[src/hdl/bsip_pkg.sv]
// Shared types and constants for the beacon security element parser.
// No dependencies; imported by every module of the block.
package bsip_pkg;

	// element walk phase
	typedef enum logic [1:0] {
		PH_ID   = 2'd0,
		PH_LEN  = 2'd1,
		PH_BODY = 2'd2
	} phase_t;

	// field being parsed inside an RSN element
	typedef enum logic [2:0] {
		ST_VERSION    = 3'd0,
		ST_PAIR_CNT   = 3'd1,
		ST_PAIR_SKIP  = 3'd2,
		ST_AKM_CNT_HI = 3'd3,
		ST_AKM        = 3'd4,
		ST_CAP_HI     = 3'd5,
		ST_DONE       = 3'd6
	} rsn_step_t;

	localparam logic [1:0] MODE_OPEN = 2'd0;
	localparam logic [1:0] MODE_WPA  = 2'd1;
	localparam logic [1:0] MODE_WPA2 = 2'd2;
	localparam logic [1:0] MODE_WPA3 = 2'd3;

	localparam logic [7:0] ID_RSN         = 8'd48;
	localparam logic [7:0] ID_VENDOR      = 8'd221;
	localparam logic [7:0] CAP_PMF_MASK   = 8'h80;
	localparam logic [7:0] AKM_SAE        = 8'h08;
	localparam logic [7:0] AKM_FT_SAE     = 8'h09;
	localparam logic [7:0] VENDOR_MIN_LEN = 8'd6;
	localparam logic [7:0] VENDOR_HDR_LEN = 8'd4;

	// RSN body offsets: group cipher ends at 5, pairwise count at 6..7
	localparam logic [7:0]  RSN_GROUP_END = 8'd5;
	localparam logic [7:0]  RSN_PAIR_LO   = 8'd6;
	localparam logic [7:0]  RSN_PAIR_HI   = 8'd7;
	localparam logic [18:0] RSN_PAIR_BASE = 19'd8;
	localparam logic [17:0] SKIP_MAX      = 18'h3FFFF;
	localparam logic [17:0] AKM_SUITE_LEN = 18'd4;

	typedef struct packed {
		logic [7:0] frame_byte;
		logic       last_byte;
	} in_item_t;

	typedef struct packed {
		logic [1:0] security_mode;
		logic       pmf_capable;
	} result_t;

	typedef struct packed {
		phase_t     phase;
		logic [7:0] id;
		logic [7:0] len;
		logic [7:0] off;
		rsn_step_t  step;
		logic [17:0] skip;
		logic [15:0] count;
		logic [7:0] hold;
		logic [1:0] t_mode;
		logic       t_pmf;
		logic       v_match;
		logic [1:0] c_mode;
		logic       c_pmf;
		logic       rsn_seen;
		logic       wpa_seen;
	} walk_state_t;

	localparam walk_state_t WALK_CLEAR = '{
		phase:    PH_ID,
		id:       8'd0,
		len:      8'd0,
		off:      8'd0,
		step:     ST_VERSION,
		skip:     18'd0,
		count:    16'd0,
		hold:     8'd0,
		t_mode:   MODE_WPA2,
		t_pmf:    1'b0,
		v_match:  1'b1,
		c_mode:   MODE_OPEN,
		c_pmf:    1'b0,
		rsn_seen: 1'b0,
		wpa_seen: 1'b0
	};

	// WPA vendor element header 00:50:F2, type 1
	function automatic logic [7:0] vendor_hdr_byte(input logic [1:0] idx);
		logic [7:0] v;
		unique case (idx)
			2'd0: v = 8'h00;
			2'd1: v = 8'h50;
			2'd2: v = 8'hF2;
			default: v = 8'h01;
		endcase
		return v;
	endfunction

endpackage

[src/hdl/bsip_in_stage.sv]
// Input register stage of the beacon security element parser.
// Depends on bsip_pkg (in_item_t).
module bsip_in_stage
	import bsip_pkg::*;
(
	input  logic     clk,
	input  logic     arst_n,
	input  logic     in_valid,
	output logic     in_stall,
	input  logic [7:0] frame_byte,
	input  logic     last_byte,
	input  logic     advance,
	output logic     item_valid_s1,
	output in_item_t item_s1
);

	logic take;

	assign in_stall = item_valid_s1 & ~advance;
	assign take     = in_valid & ~in_stall;

	always_ff @(posedge clk or negedge arst_n) begin
		if (!arst_n) begin
			item_valid_s1 <= 1'b0;
		end else if (take) begin
			item_valid_s1 <= 1'b1;
		end else if (advance) begin
			item_valid_s1 <= 1'b0;
		end
	end

	always_ff @(posedge clk) begin
		if (take) begin
			item_s1.frame_byte <= frame_byte;
			item_s1.last_byte  <= last_byte;
		end
	end

endmodule

[src/hdl/bsip_walker.sv]
// Element walker: frame state registers and the per-byte update.
// Depends on bsip_pkg (walk_state_t, in_item_t, result_t, constants).
module bsip_walker
	import bsip_pkg::*;
#(
	parameter int MAX_FRAME_BYTES = 4096
) (
	input  logic       clk,
	input  logic       arst_n,
	input  logic       advance,
	input  in_item_t   item_s1,
	input  logic [7:0] start_offset,
	output logic       res_valid,
	output result_t    res
);

	localparam int POS_W = $clog2(MAX_FRAME_BYTES);
	localparam int CMP_W = (POS_W > 8) ? POS_W : 8;
	localparam logic [POS_W-1:0] POS_LAST = POS_W'(MAX_FRAME_BYTES - 1);

	walk_state_t cur_q, nxt;
	logic [POS_W-1:0] pos_q, pos_nxt;
	logic [7:0]  b;
	logic        walk_en;
	logic        elem_done;
	logic [18:0] pair_sum;
	logic [17:0] pair_skip;
	logic [17:0] off_ext;
	logic [8:0]  off_inc;

	assign b        = item_s1.frame_byte;
	assign walk_en  = CMP_W'(pos_q) >= CMP_W'(start_offset);
	assign off_ext  = {10'd0, cur_q.off};
	assign off_inc  = {1'b0, cur_q.off} + 9'd1;
	// pairwise suites end at 8 + 4 * count, clamped
	assign pair_sum  = RSN_PAIR_BASE + {1'b0, b, cur_q.hold, 2'b00};
	assign pair_skip = (pair_sum > {1'b0, SKIP_MAX}) ? SKIP_MAX : pair_sum[17:0];

	always_comb begin
		nxt       = cur_q;
		pos_nxt   = pos_q;
		elem_done = 1'b0;
		res_valid = 1'b0;
		res       = '{security_mode: MODE_OPEN, pmf_capable: 1'b0};
		if (advance) begin
			if (walk_en) begin
				unique case (cur_q.phase)
					PH_LEN: begin
						nxt.len   = b;
						nxt.off   = 8'd0;
						nxt.phase = PH_BODY;
						if (cur_q.id == ID_RSN) begin
							nxt.t_mode = MODE_WPA2;
							nxt.t_pmf  = 1'b0;
							nxt.step   = ST_VERSION;
							nxt.skip   = 18'd0;
							nxt.count  = 16'd0;
							nxt.hold   = 8'd0;
						end else if (cur_q.id == ID_VENDOR) begin
							nxt.v_match = 1'b1;
						end
						elem_done = (b == 8'd0);
					end
					PH_BODY: begin
						if (cur_q.id == ID_RSN) begin
							unique case (cur_q.step)
								ST_VERSION: begin
									if (cur_q.off == RSN_GROUP_END)
										nxt.step = ST_PAIR_CNT;
								end
								ST_PAIR_CNT: begin
									if (cur_q.off == RSN_PAIR_LO) begin
										nxt.hold = b;
									end else if (cur_q.off == RSN_PAIR_HI) begin
										nxt.count = {b, cur_q.hold};
										nxt.skip  = pair_skip;
										nxt.step  = ST_PAIR_SKIP;
									end
								end
								ST_PAIR_SKIP: begin
									if (off_ext == cur_q.skip) begin
										nxt.hold = b;
										nxt.step = ST_AKM_CNT_HI;
									end
								end
								ST_AKM_CNT_HI: begin
									nxt.count = {b, cur_q.hold};
									nxt.skip  = {9'd0, off_inc};
									nxt.step  = ST_AKM;
								end
								ST_AKM: begin
									// a suite that does not fit is read as capability
									if (cur_q.count == 16'd0 ||
									    cur_q.skip + AKM_SUITE_LEN > {10'd0, cur_q.len}) begin
										nxt.hold = b;
										nxt.step = ST_CAP_HI;
									end else if (off_ext == cur_q.skip + 18'd3) begin
										if (b == AKM_SAE || b == AKM_FT_SAE)
											nxt.t_mode = MODE_WPA3;
										nxt.count = cur_q.count - 16'd1;
										nxt.skip  = {9'd0, off_inc};
									end
								end
								ST_CAP_HI: begin
									if ((cur_q.hold & CAP_PMF_MASK) != 8'd0)
										nxt.t_pmf = 1'b1;
									nxt.step = ST_DONE;
								end
								default: begin
								end
							endcase
						end else if (cur_q.id == ID_VENDOR && cur_q.off < VENDOR_HDR_LEN) begin
							if (b != vendor_hdr_byte(cur_q.off[1:0]))
								nxt.v_match = 1'b0;
						end
						if (off_inc >= {1'b0, cur_q.len})
							elem_done = 1'b1;
						else
							nxt.off = off_inc[7:0];
					end
					default: begin
						nxt.id    = b;
						nxt.phase = PH_LEN;
					end
				endcase

				if (elem_done) begin
					if (cur_q.id == ID_RSN) begin
						nxt.c_mode   = nxt.t_mode;
						nxt.c_pmf    = nxt.t_pmf;
						nxt.rsn_seen = 1'b1;
					end else if (cur_q.id == ID_VENDOR) begin
						if (nxt.len >= VENDOR_MIN_LEN && nxt.v_match)
							nxt.wpa_seen = 1'b1;
					end
					nxt.phase = PH_ID;
				end
			end

			if (pos_q < POS_LAST)
				pos_nxt = pos_q + POS_W'(1);

			if (item_s1.last_byte) begin
				res_valid = 1'b1;
				if (nxt.rsn_seen) begin
					res.security_mode = nxt.c_mode;
					res.pmf_capable   = nxt.c_pmf;
				end else begin
					res.security_mode = nxt.wpa_seen ? MODE_WPA : MODE_OPEN;
					res.pmf_capable   = 1'b0;
				end
				nxt     = WALK_CLEAR;
				pos_nxt = '0;
			end
		end
	end

	always_ff @(posedge clk or negedge arst_n) begin
		if (!arst_n) begin
			cur_q <= WALK_CLEAR;
			pos_q <= '0;
		end else begin
			cur_q <= nxt;
			pos_q <= pos_nxt;
		end
	end

endmodule

[src/hdl/beacon_security_ie_parser_top.sv]
// Top level of the beacon security element parser: offset register, input
// stage, element walker and result register. Depends on bsip_pkg,
// bsip_in_stage and bsip_walker.
//
//   channel | direction | handshake          | payload
//   --------+-----------+--------------------+----------------------------
//   in      | in        | in_valid/in_stall  | frame_byte, last_byte
//   out     | out       | out_valid/out_stall| security_mode, pmf_capable
//   cfg     | in        | cfg_we             | cfg_wdata (element offset)
//
// One frame byte per cycle unless a held result stalls the input; a result is
// registered after its last byte is taken (input register, then result register).
// The byte walk is one combinational pass between the two registers.
// A held result stalls the input only when the next queued byte is a last byte.
// arst_n clears all frame state and sets the element offset to 36.
module beacon_security_ie_parser_top
	import bsip_pkg::*;
#(
	parameter int MAX_FRAME_BYTES = 4096
) (
	input  logic       clk,
	input  logic       arst_n,
	input  logic       in_valid,
	output logic       in_stall,
	input  logic [7:0] frame_byte,
	input  logic       last_byte,
	output logic       out_valid,
	input  logic       out_stall,
	output logic [1:0] security_mode,
	output logic       pmf_capable,
	input  logic       cfg_we,
	input  logic [7:0] cfg_wdata
);

	localparam logic [7:0] OFFSET_RESET = 8'd36;

	logic [7:0] start_offset_q;
	logic       item_valid_s1;
	in_item_t   item_s1;
	logic       advance;
	logic       res_valid;
	result_t    res;
	logic       out_valid_q;
	result_t    out_q;

	always_ff @(posedge clk or negedge arst_n) begin
		if (!arst_n) begin
			start_offset_q <= OFFSET_RESET;
		end else if (cfg_we) begin
			start_offset_q <= cfg_wdata;
		end
	end

	// non-final bytes never need the result register
	assign advance = item_valid_s1 &
	                 (~item_s1.last_byte | ~out_valid_q | ~out_stall);

	bsip_in_stage u_in_stage (
		.clk           (clk),
		.arst_n        (arst_n),
		.in_valid      (in_valid),
		.in_stall      (in_stall),
		.frame_byte    (frame_byte),
		.last_byte     (last_byte),
		.advance       (advance),
		.item_valid_s1 (item_valid_s1),
		.item_s1       (item_s1)
	);

	bsip_walker #(
		.MAX_FRAME_BYTES (MAX_FRAME_BYTES)
	) u_walker (
		.clk          (clk),
		.arst_n       (arst_n),
		.advance      (advance),
		.item_s1      (item_s1),
		.start_offset (start_offset_q),
		.res_valid    (res_valid),
		.res          (res)
	);

	always_ff @(posedge clk or negedge arst_n) begin
		if (!arst_n) begin
			out_valid_q <= 1'b0;
		end else if (res_valid) begin
			out_valid_q <= 1'b1;
		end else if (!out_stall) begin
			out_valid_q <= 1'b0;
		end
	end

	always_ff @(posedge clk) begin
		if (res_valid) begin
			out_q <= res;
		end
	end

	assign out_valid     = out_valid_q;
	assign security_mode = out_q.security_mode;
	assign pmf_capable   = out_q.pmf_capable;

endmodule

[config.mk]
export PLATFORM = sky130hd
export DESIGN_NAME = beacon_security_ie_parser_top
export DESIGN_NICKNAME = d
export VERILOG_FILES = /design/src/hdl/bsip_pkg.sv /design/src/hdl/bsip_in_stage.sv /design/src/hdl/bsip_walker.sv /design/src/hdl/beacon_security_ie_parser_top.sv
export SDC_FILE = /design/constraint.sdc
export NUM_CORES = 1
export LEC_CHECK = 0
export ABC_AREA = 1
export BUFFER_PORTS_ARGS = -buffer_cell sky130_fd_sc_hd__buf_2
export CAP_MARGIN = 40
export CORE_UTILIZATION = 40
export DETAILED_ROUTE_END_ITERATION = 16
export PLACE_DENSITY = 0.66
export SYNTH_ARGS = -nofsm -noshare
export SYNTH_HDL_FRONTEND = slang
export SYNTH_SLANG_ARGS = --single-unit
[constraint.sdc]
create_clock -name clk -period 3.8 [get_ports clk]
set_clock_uncertainty 0.1 [all_clocks]
set_input_delay 0.19 -clock clk [delete_from_list [all_inputs] [get_ports clk]]
set_output_delay 0.19 -clock clk [all_outputs]
set_load 0.02 [all_outputs]
After elaboration in Yosys (flattened, before gate mapping)
Cells that the tools add are included.
- input port bits: 22
- register bits: 114
- word-level logic and storage cells: 170
- equal/unequal tests: 38
- reduce and logical (&&, ||, !) cells: 21
- $add $sub $neg: 6
- bitwise gates (word level): 10
- $lt $le $gt $ge: 7
- muxes and demuxes: 65
- operator list (cell ; count):
    $mux W80 ; 3
    $mux W57 ; 2
    $pmux W57 S2 ; 1
    $mux W8 ; 13
    $pmux W34 S3 ; 1
    $mux W48 ; 2
    $mux W37 ; 2
    $mux W34 ; 2
    $pmux W8 S3 ; 2
    $eq A8 B18 Y1 ; 2
    $ne A5 B4 Y1 const B ; 6
    $eq A8 B3 Y1 const B ; 3
    $mux W12 ; 2
    $mux W1 ; 20
    $add A4 B18 Y19 const A ; 1
    $gt A19 B18 Y1 const B ; 1
    $add A18 B2 Y18 const B ; 1
    $add A18 B3 Y18 const B ; 1
    $gt A18 B8 Y1 ; 1
    $mux W18 ; 1
    $pmux W3 S6 ; 1
    $eq A8 B4 Y1 const B ; 2
    $logic_not A16 Y1 ; 1
    $sub A16 B1 Y16 const B ; 1
    46 further kinds ; 75

Depth between registers and ports, before layout
- word-level depth: 23
- mapped depth: 22
- gate-level depth less buffers: 22

By module
From an unflattened synthesis, not the netlist that was laid out.
- cell total of the unflattened synthesis: 1114
- area total of the unflattened synthesis: 7970.1 um2
- modules (own cells, without submodules) (module ; times used ; sequential area each (um2) ; cells an instance ; area each (um2)):
    bsip_walker ; 1 ; 2304.7 ; 1057 ; 7193.1
    beacon_security_ie_parser_top ; 1 ; 317.8 ; 41 ; 449.2
    bsip_in_stage ; 1 ; 295.3 ; 16 ; 327.8

Worst setup path before layout
No wires, ideal clock.
- path kind: register to register
- start: reg u_walker.cur_q[56] (netlist name)
- end: reg out_q, in the netlist security_mode[0], data pin
- setup slack: 0.817 ns
- cell stages (with the launch flop): 19
- library setup time: 0.253 ns
- path buffers: 0
- arrival time: 2.630 ns
- cell sequence: dfrtp_1 > inv_1 > nor3_1 > nand2_1 > nor3_1 > nand2_1 > xor2_1 > ha_1 > nand3_1 > nor3_1 > nor3_1 > nand2_1 > nand2_1 > nand2_1 > nand2_1 > nor3_1 > or2_2 > nand3_1 > nand2_1
- longest elaborated chain between the ends: 16
- RTL lines (what ; line ; RTL):
    start: declaration ; bsip_walker.sv:21 ; walk_state_t cur_q, nxt;
    start signal: assignment ; bsip_walker.sv:163 ; cur_q <= nxt;
    branches (longest 11 deep; another with $add A8 B1 Y9) ; - ;
    $mux W5 (*) ; bsip_walker.sv:127 ; if (elem_done) begin
    $mux W80 (*) ; bsip_walker.sv:46 ; if (walk_en) begin
    $mux W80 (*) ; bsip_walker.sv:45 ; if (advance) begin
    $mux W1 ; bsip_walker.sv:149 ; res.security_mode = nxt.wpa_seen ? MODE_WPA : MODE_OPEN;
    $mux W3 (*) ; bsip_walker.sv:145 ; if (nxt.rsn_seen) begin
    end signal: assignment ; beacon_security_ie_parser_top.sv:94 ; out_q <= res;
    end: declaration ; beacon_security_ie_parser_top.sv:44 ; result_t out_q;
Mark *: on every way between the ends. The select of a mux whose other input is x is not followed.
A chain may end at the register's enable or synchronous reset.

Worst setup path after layout
- start: reg u_walker.cur_q[55] (netlist name)
- end: reg out_q, in the netlist security_mode[0], data pin
- longest elaborated chain between the ends: 23
- RTL lines (what ; line ; RTL):
    $eq A2 B2 Y1 (tied with other cells) ; bsip_pkg.sv:93 ; unique case (idx)
    $pmux W8 S3 ; bsip_pkg.sv:93 ;
    $mux W8 ; bsip_walker.sv:112 ; end else if (cur_q.id == ID_VENDOR && cur_q.off < VENDOR_HDR_LEN) begin
    $mux W8 ; bsip_walker.sv:65 ; if (cur_q.id == ID_RSN) begin
    $mux W8 ; bsip_walker.sv:47 ; unique case (cur_q.phase)
    $mux W8 ; bsip_walker.sv:46 ;
    $mux W8 ; bsip_walker.sv:45 ;
    $ne A8 B8 Y1 ; bsip_walker.sv:113 ; if (b != vendor_hdr_byte(cur_q.off[1:0]))
    [... 7 more ...] ; - ;
    $mux W1 ; bsip_walker.sv:133 ; if (nxt.len >= VENDOR_MIN_LEN && nxt.v_match)
    $mux W1 ; bsip_walker.sv:132 ; end else if (cur_q.id == ID_VENDOR) begin
    $mux W1 ; bsip_walker.sv:128 ; if (cur_q.id == ID_RSN) begin
    $mux W5 (*) ; bsip_walker.sv:127 ;
    $mux W80 (*) ; bsip_walker.sv:46 ;
    $mux W80 (*) ; bsip_walker.sv:45 ;
    $mux W1 ; bsip_walker.sv:149 ;
    $mux W3 (*) ; bsip_walker.sv:145 ;
Every way passes the cells marked *; elsewhere a longest branch is shown, timed or not. The select of a mux whose other input is x is not followed.

==> impl_metrics.toml <==
[run_status]
status = "finished, final reports clean"

[floorplan]
rows = 50
core_region_area_sq_um = 18900
die_y_um = 142
start_util_pct = 41.2
pin_count = 27
fp.dieW_um = 142
die-area_sq_um = 20000

[clocking]
clockBufferDepth = 2
htree_levels = 4
cts_tree = "built"
cts_sinks = 114
root_buffer = "clkbuf_16"
cts_buffers = 17
worst_skew_pair.late_latency_ns = 0.42
postCtsSetupBuffers = 0
clkTransAtPathRegs_ns = 0.06

[sta]
slew_headroom_pct = 54.2
post-route-period-util_pct = 89.2
hold_viol = 0
fin_ws_ns = 0.411
timing.final.max_slew_violations = 0
tightest_slew_ns = 0.686
setup_viol = 0
final.min_clock_period_ns = 3.39
rsz0062_at_grt = "no"
tns_ns = 0
timing.fmax_mhz = 295
whs_ns = 0.0227

[synth]
synthMuxAreaShare_pct = 0.145
synth.avg_cell_area_sq_um = 7.11
synth_cells = 1095
synth_top_family_by_area = "simple AND/OR/NAND/NOR gates"
yosysUniqueCellTypes = 43
synth_compound_area_share_pct = 15.4
async_reset_ff_share_pct = 89.5
yosys.area.top_type = "dfrtp_1"
synth.top_cell.area_share_pct = 31.5
yosysMostFrequentCell = "nand2_1"
seq_area_frac_synth_pct = 37.5
synth_nets = 1152
yosys-top-cells-count = "nand2_1 (281), inv_1 (156), dfrtp_1 (98)"
yosys_most_used_dff = "dfrtp_1"
yosysWarnings = 0
synth_area_leaders = "dfrtp_1 (31%), nand2_1 (14%), inv_1 (7.5%)"
synth_xor_area_share_pct = 3.15
synth_fa_ha_area_share_pct = 5.62
syn_area_sq_um = 7790
synth_seq_cells = 114
synth_edf_count = 12
yosys.area_share.simple_pct = 28.8

[run]
drv_cap = 0

[global_routing]
grt_pass1_vias = 7055
grt_pass1_wl_mm = 35.1
antenna_found_initial = 0
grt_max_degree = 64
grtUsageTotal_pct = 22.5
grt_overflow_total = 0

[drt]
drc = 0
viasPerCell = 5.25
dr.pass1.iters = 7
drtAntennaViolNets = 0
wl_mm = 21.0
vias = 7445
routedWlPerCell_um = 14.8
dr.first_iter.drc_count = 525

[finish]
synthToLayoutAreaGrowth_pct = 15.3
antenna_cells = 0
drive_gt1_share_pct = 8.28
fin_nets = 1203

[critical_path]
cp.required_ns = 3.87
cp_num_buf_inv = 1
cp-start-kind = "flip-flop"
crit_path_frequent_cell = "nand2_1"
cp.arrival_ns = 3.46
cp_max_fo = 6
cpLargestDelayFamily = "simple AND/OR/NAND/NOR gates"
slowest_delay_ns = 0.46
worstSetupPathType = "reg -> reg"
cp-end-kind = "flip-flop"
crit_chain = "inv_1 -> nor3_2 -> nand2_1 -> nor3_1 -> nand2_1 -> xor2_1 -> ha_1 -> nand3_1 -> nor3_1 -> nor3_1 -> nand2_1 -> nand2_1 -> nand2_1 -> nand2_1 -> nor3_1 -> or2_2 -> nand3_1 -> nand2_1"
slowest_stage = "dfrtp_1"

[placed_design]
dp_hpwl_mm = 15.7
io_buffer_count = 26
gp_congestion = 0.933
dp_slack_ns = 0.284

[power]
p_leak_nw = 4.22
ir_drop_mv = 0.327
power_density_nw_per_um2 = 351
p_total_mw = 3.15

[min_path]
min-delay-path-class = "in -> reg"
-- report_power, final --
group / switching [mW] / internal [mW]
registers: 0.0470 / 1.28
clock network: 0.550 / 0.898
logic: 0.245 / 0.131
total: 0.843 / 2.31
-- final timing paths --
check                                          end  slack (ns)               start  cells past startpoint
worst min-delay path             start_offset_q[2]        0.02              cfg_we                      2
max in group asynchronous       u_walker.cur_q[43]        2.76              arst_n                      4
worst max-delay path              security_mode[0]        0.41  u_walker.cur_q[55]                     18
worst min register to register  u_walker.cur_q[17]        0.38  u_walker.cur_q[17]                      2
min in group asynchronous        start_offset_q[6]        0.03              arst_n                      2
worst max register to register    security_mode[0]        0.41  u_walker.cur_q[55]                     18
-- repair_timing --
action                                 4_1_cts  5_1_grt
setup endpoints to repair                    0       10
endpoints found under the hold margin      102        0
hold buffers                                22        0
resized for setup                            0        2
-- stage by stage --
stage	instance area (sq um)	utilization, %	instances
floorplan	7790	-	1095
global placement	8180	43.3	1364
detailed placement	8210	43.5	1365
CTS	8970	47.5	1419
global route	8980	47.5	1419
finish	8980	47.5	1419
-- registers in the layout, summed over array words and instances (netlist names) --
signal and count:
u_walker.cur_q 80, u_walker.pos_q 12, u_in_stage.item_s1 9, start_offset_q 8
security_mode 2, out_valid 1, pmf_capable 1, u_in_stage.item_valid_s1 1
-- cells in the final DEF (no fill, tap or decap), drive strengths merged, types with 3 or more instances in the layout --
cell type | synthesis | routed
nand2 | 285 | 285
a21oi | 46 | 46
inv | 160 | 161
nor2 | 99 | 99
xnor2 | 4 | 4
a22o | 7 | 7
xor2 | 24 | 24
nor4 | 9 | 9
dfrtp | 98 | 98
clkinv | 0 | 5
o31ai | 23 | 23
nor3 | 22 | 22
buf | 10 | 37
nand4 | 22 | 22
nand3 | 82 | 82
o2111ai | 6 | 6
clkbuf | 17 | 23
o22ai | 13 | 13
o21ai | 102 | 102
dfstp | 4 | 4
edfxtp | 12 | 12
ha | 35 | 35
dlygate4sd3 | 0 | 22
clkinvlp | 0 | 3
-- cell type report --
type                    count  area [sq um]
clock buffers              23           489
multi-input cells         794          4140
well taps                 260           325
clock inverters             9          53.8
repair buffers             59           455
flip-flops and latches    114          2920
inverters                 160           601
fillers                  1905          9910
-- layer usage --
metal  up-vias  routed length, um  track usage (%)
met5         -                  0                0
met4         0                578             9.17
met3        47               1120             4.99
met2       221               9610             36.3
met1      3442               9700             29.1
li1       3735                  -                -
-- kinds of logic after synthesis --
group / Yosys count
AND/OR/NAND/NOR: 523
AO/OA/AOI/OAI: 207
buffers and inverters: 187
flip-flops: 114
adder cells (fa/ha/maj): 35
XOR/XNOR: 28
multiplexers: 1
Power figures use the tool's default switching activity.
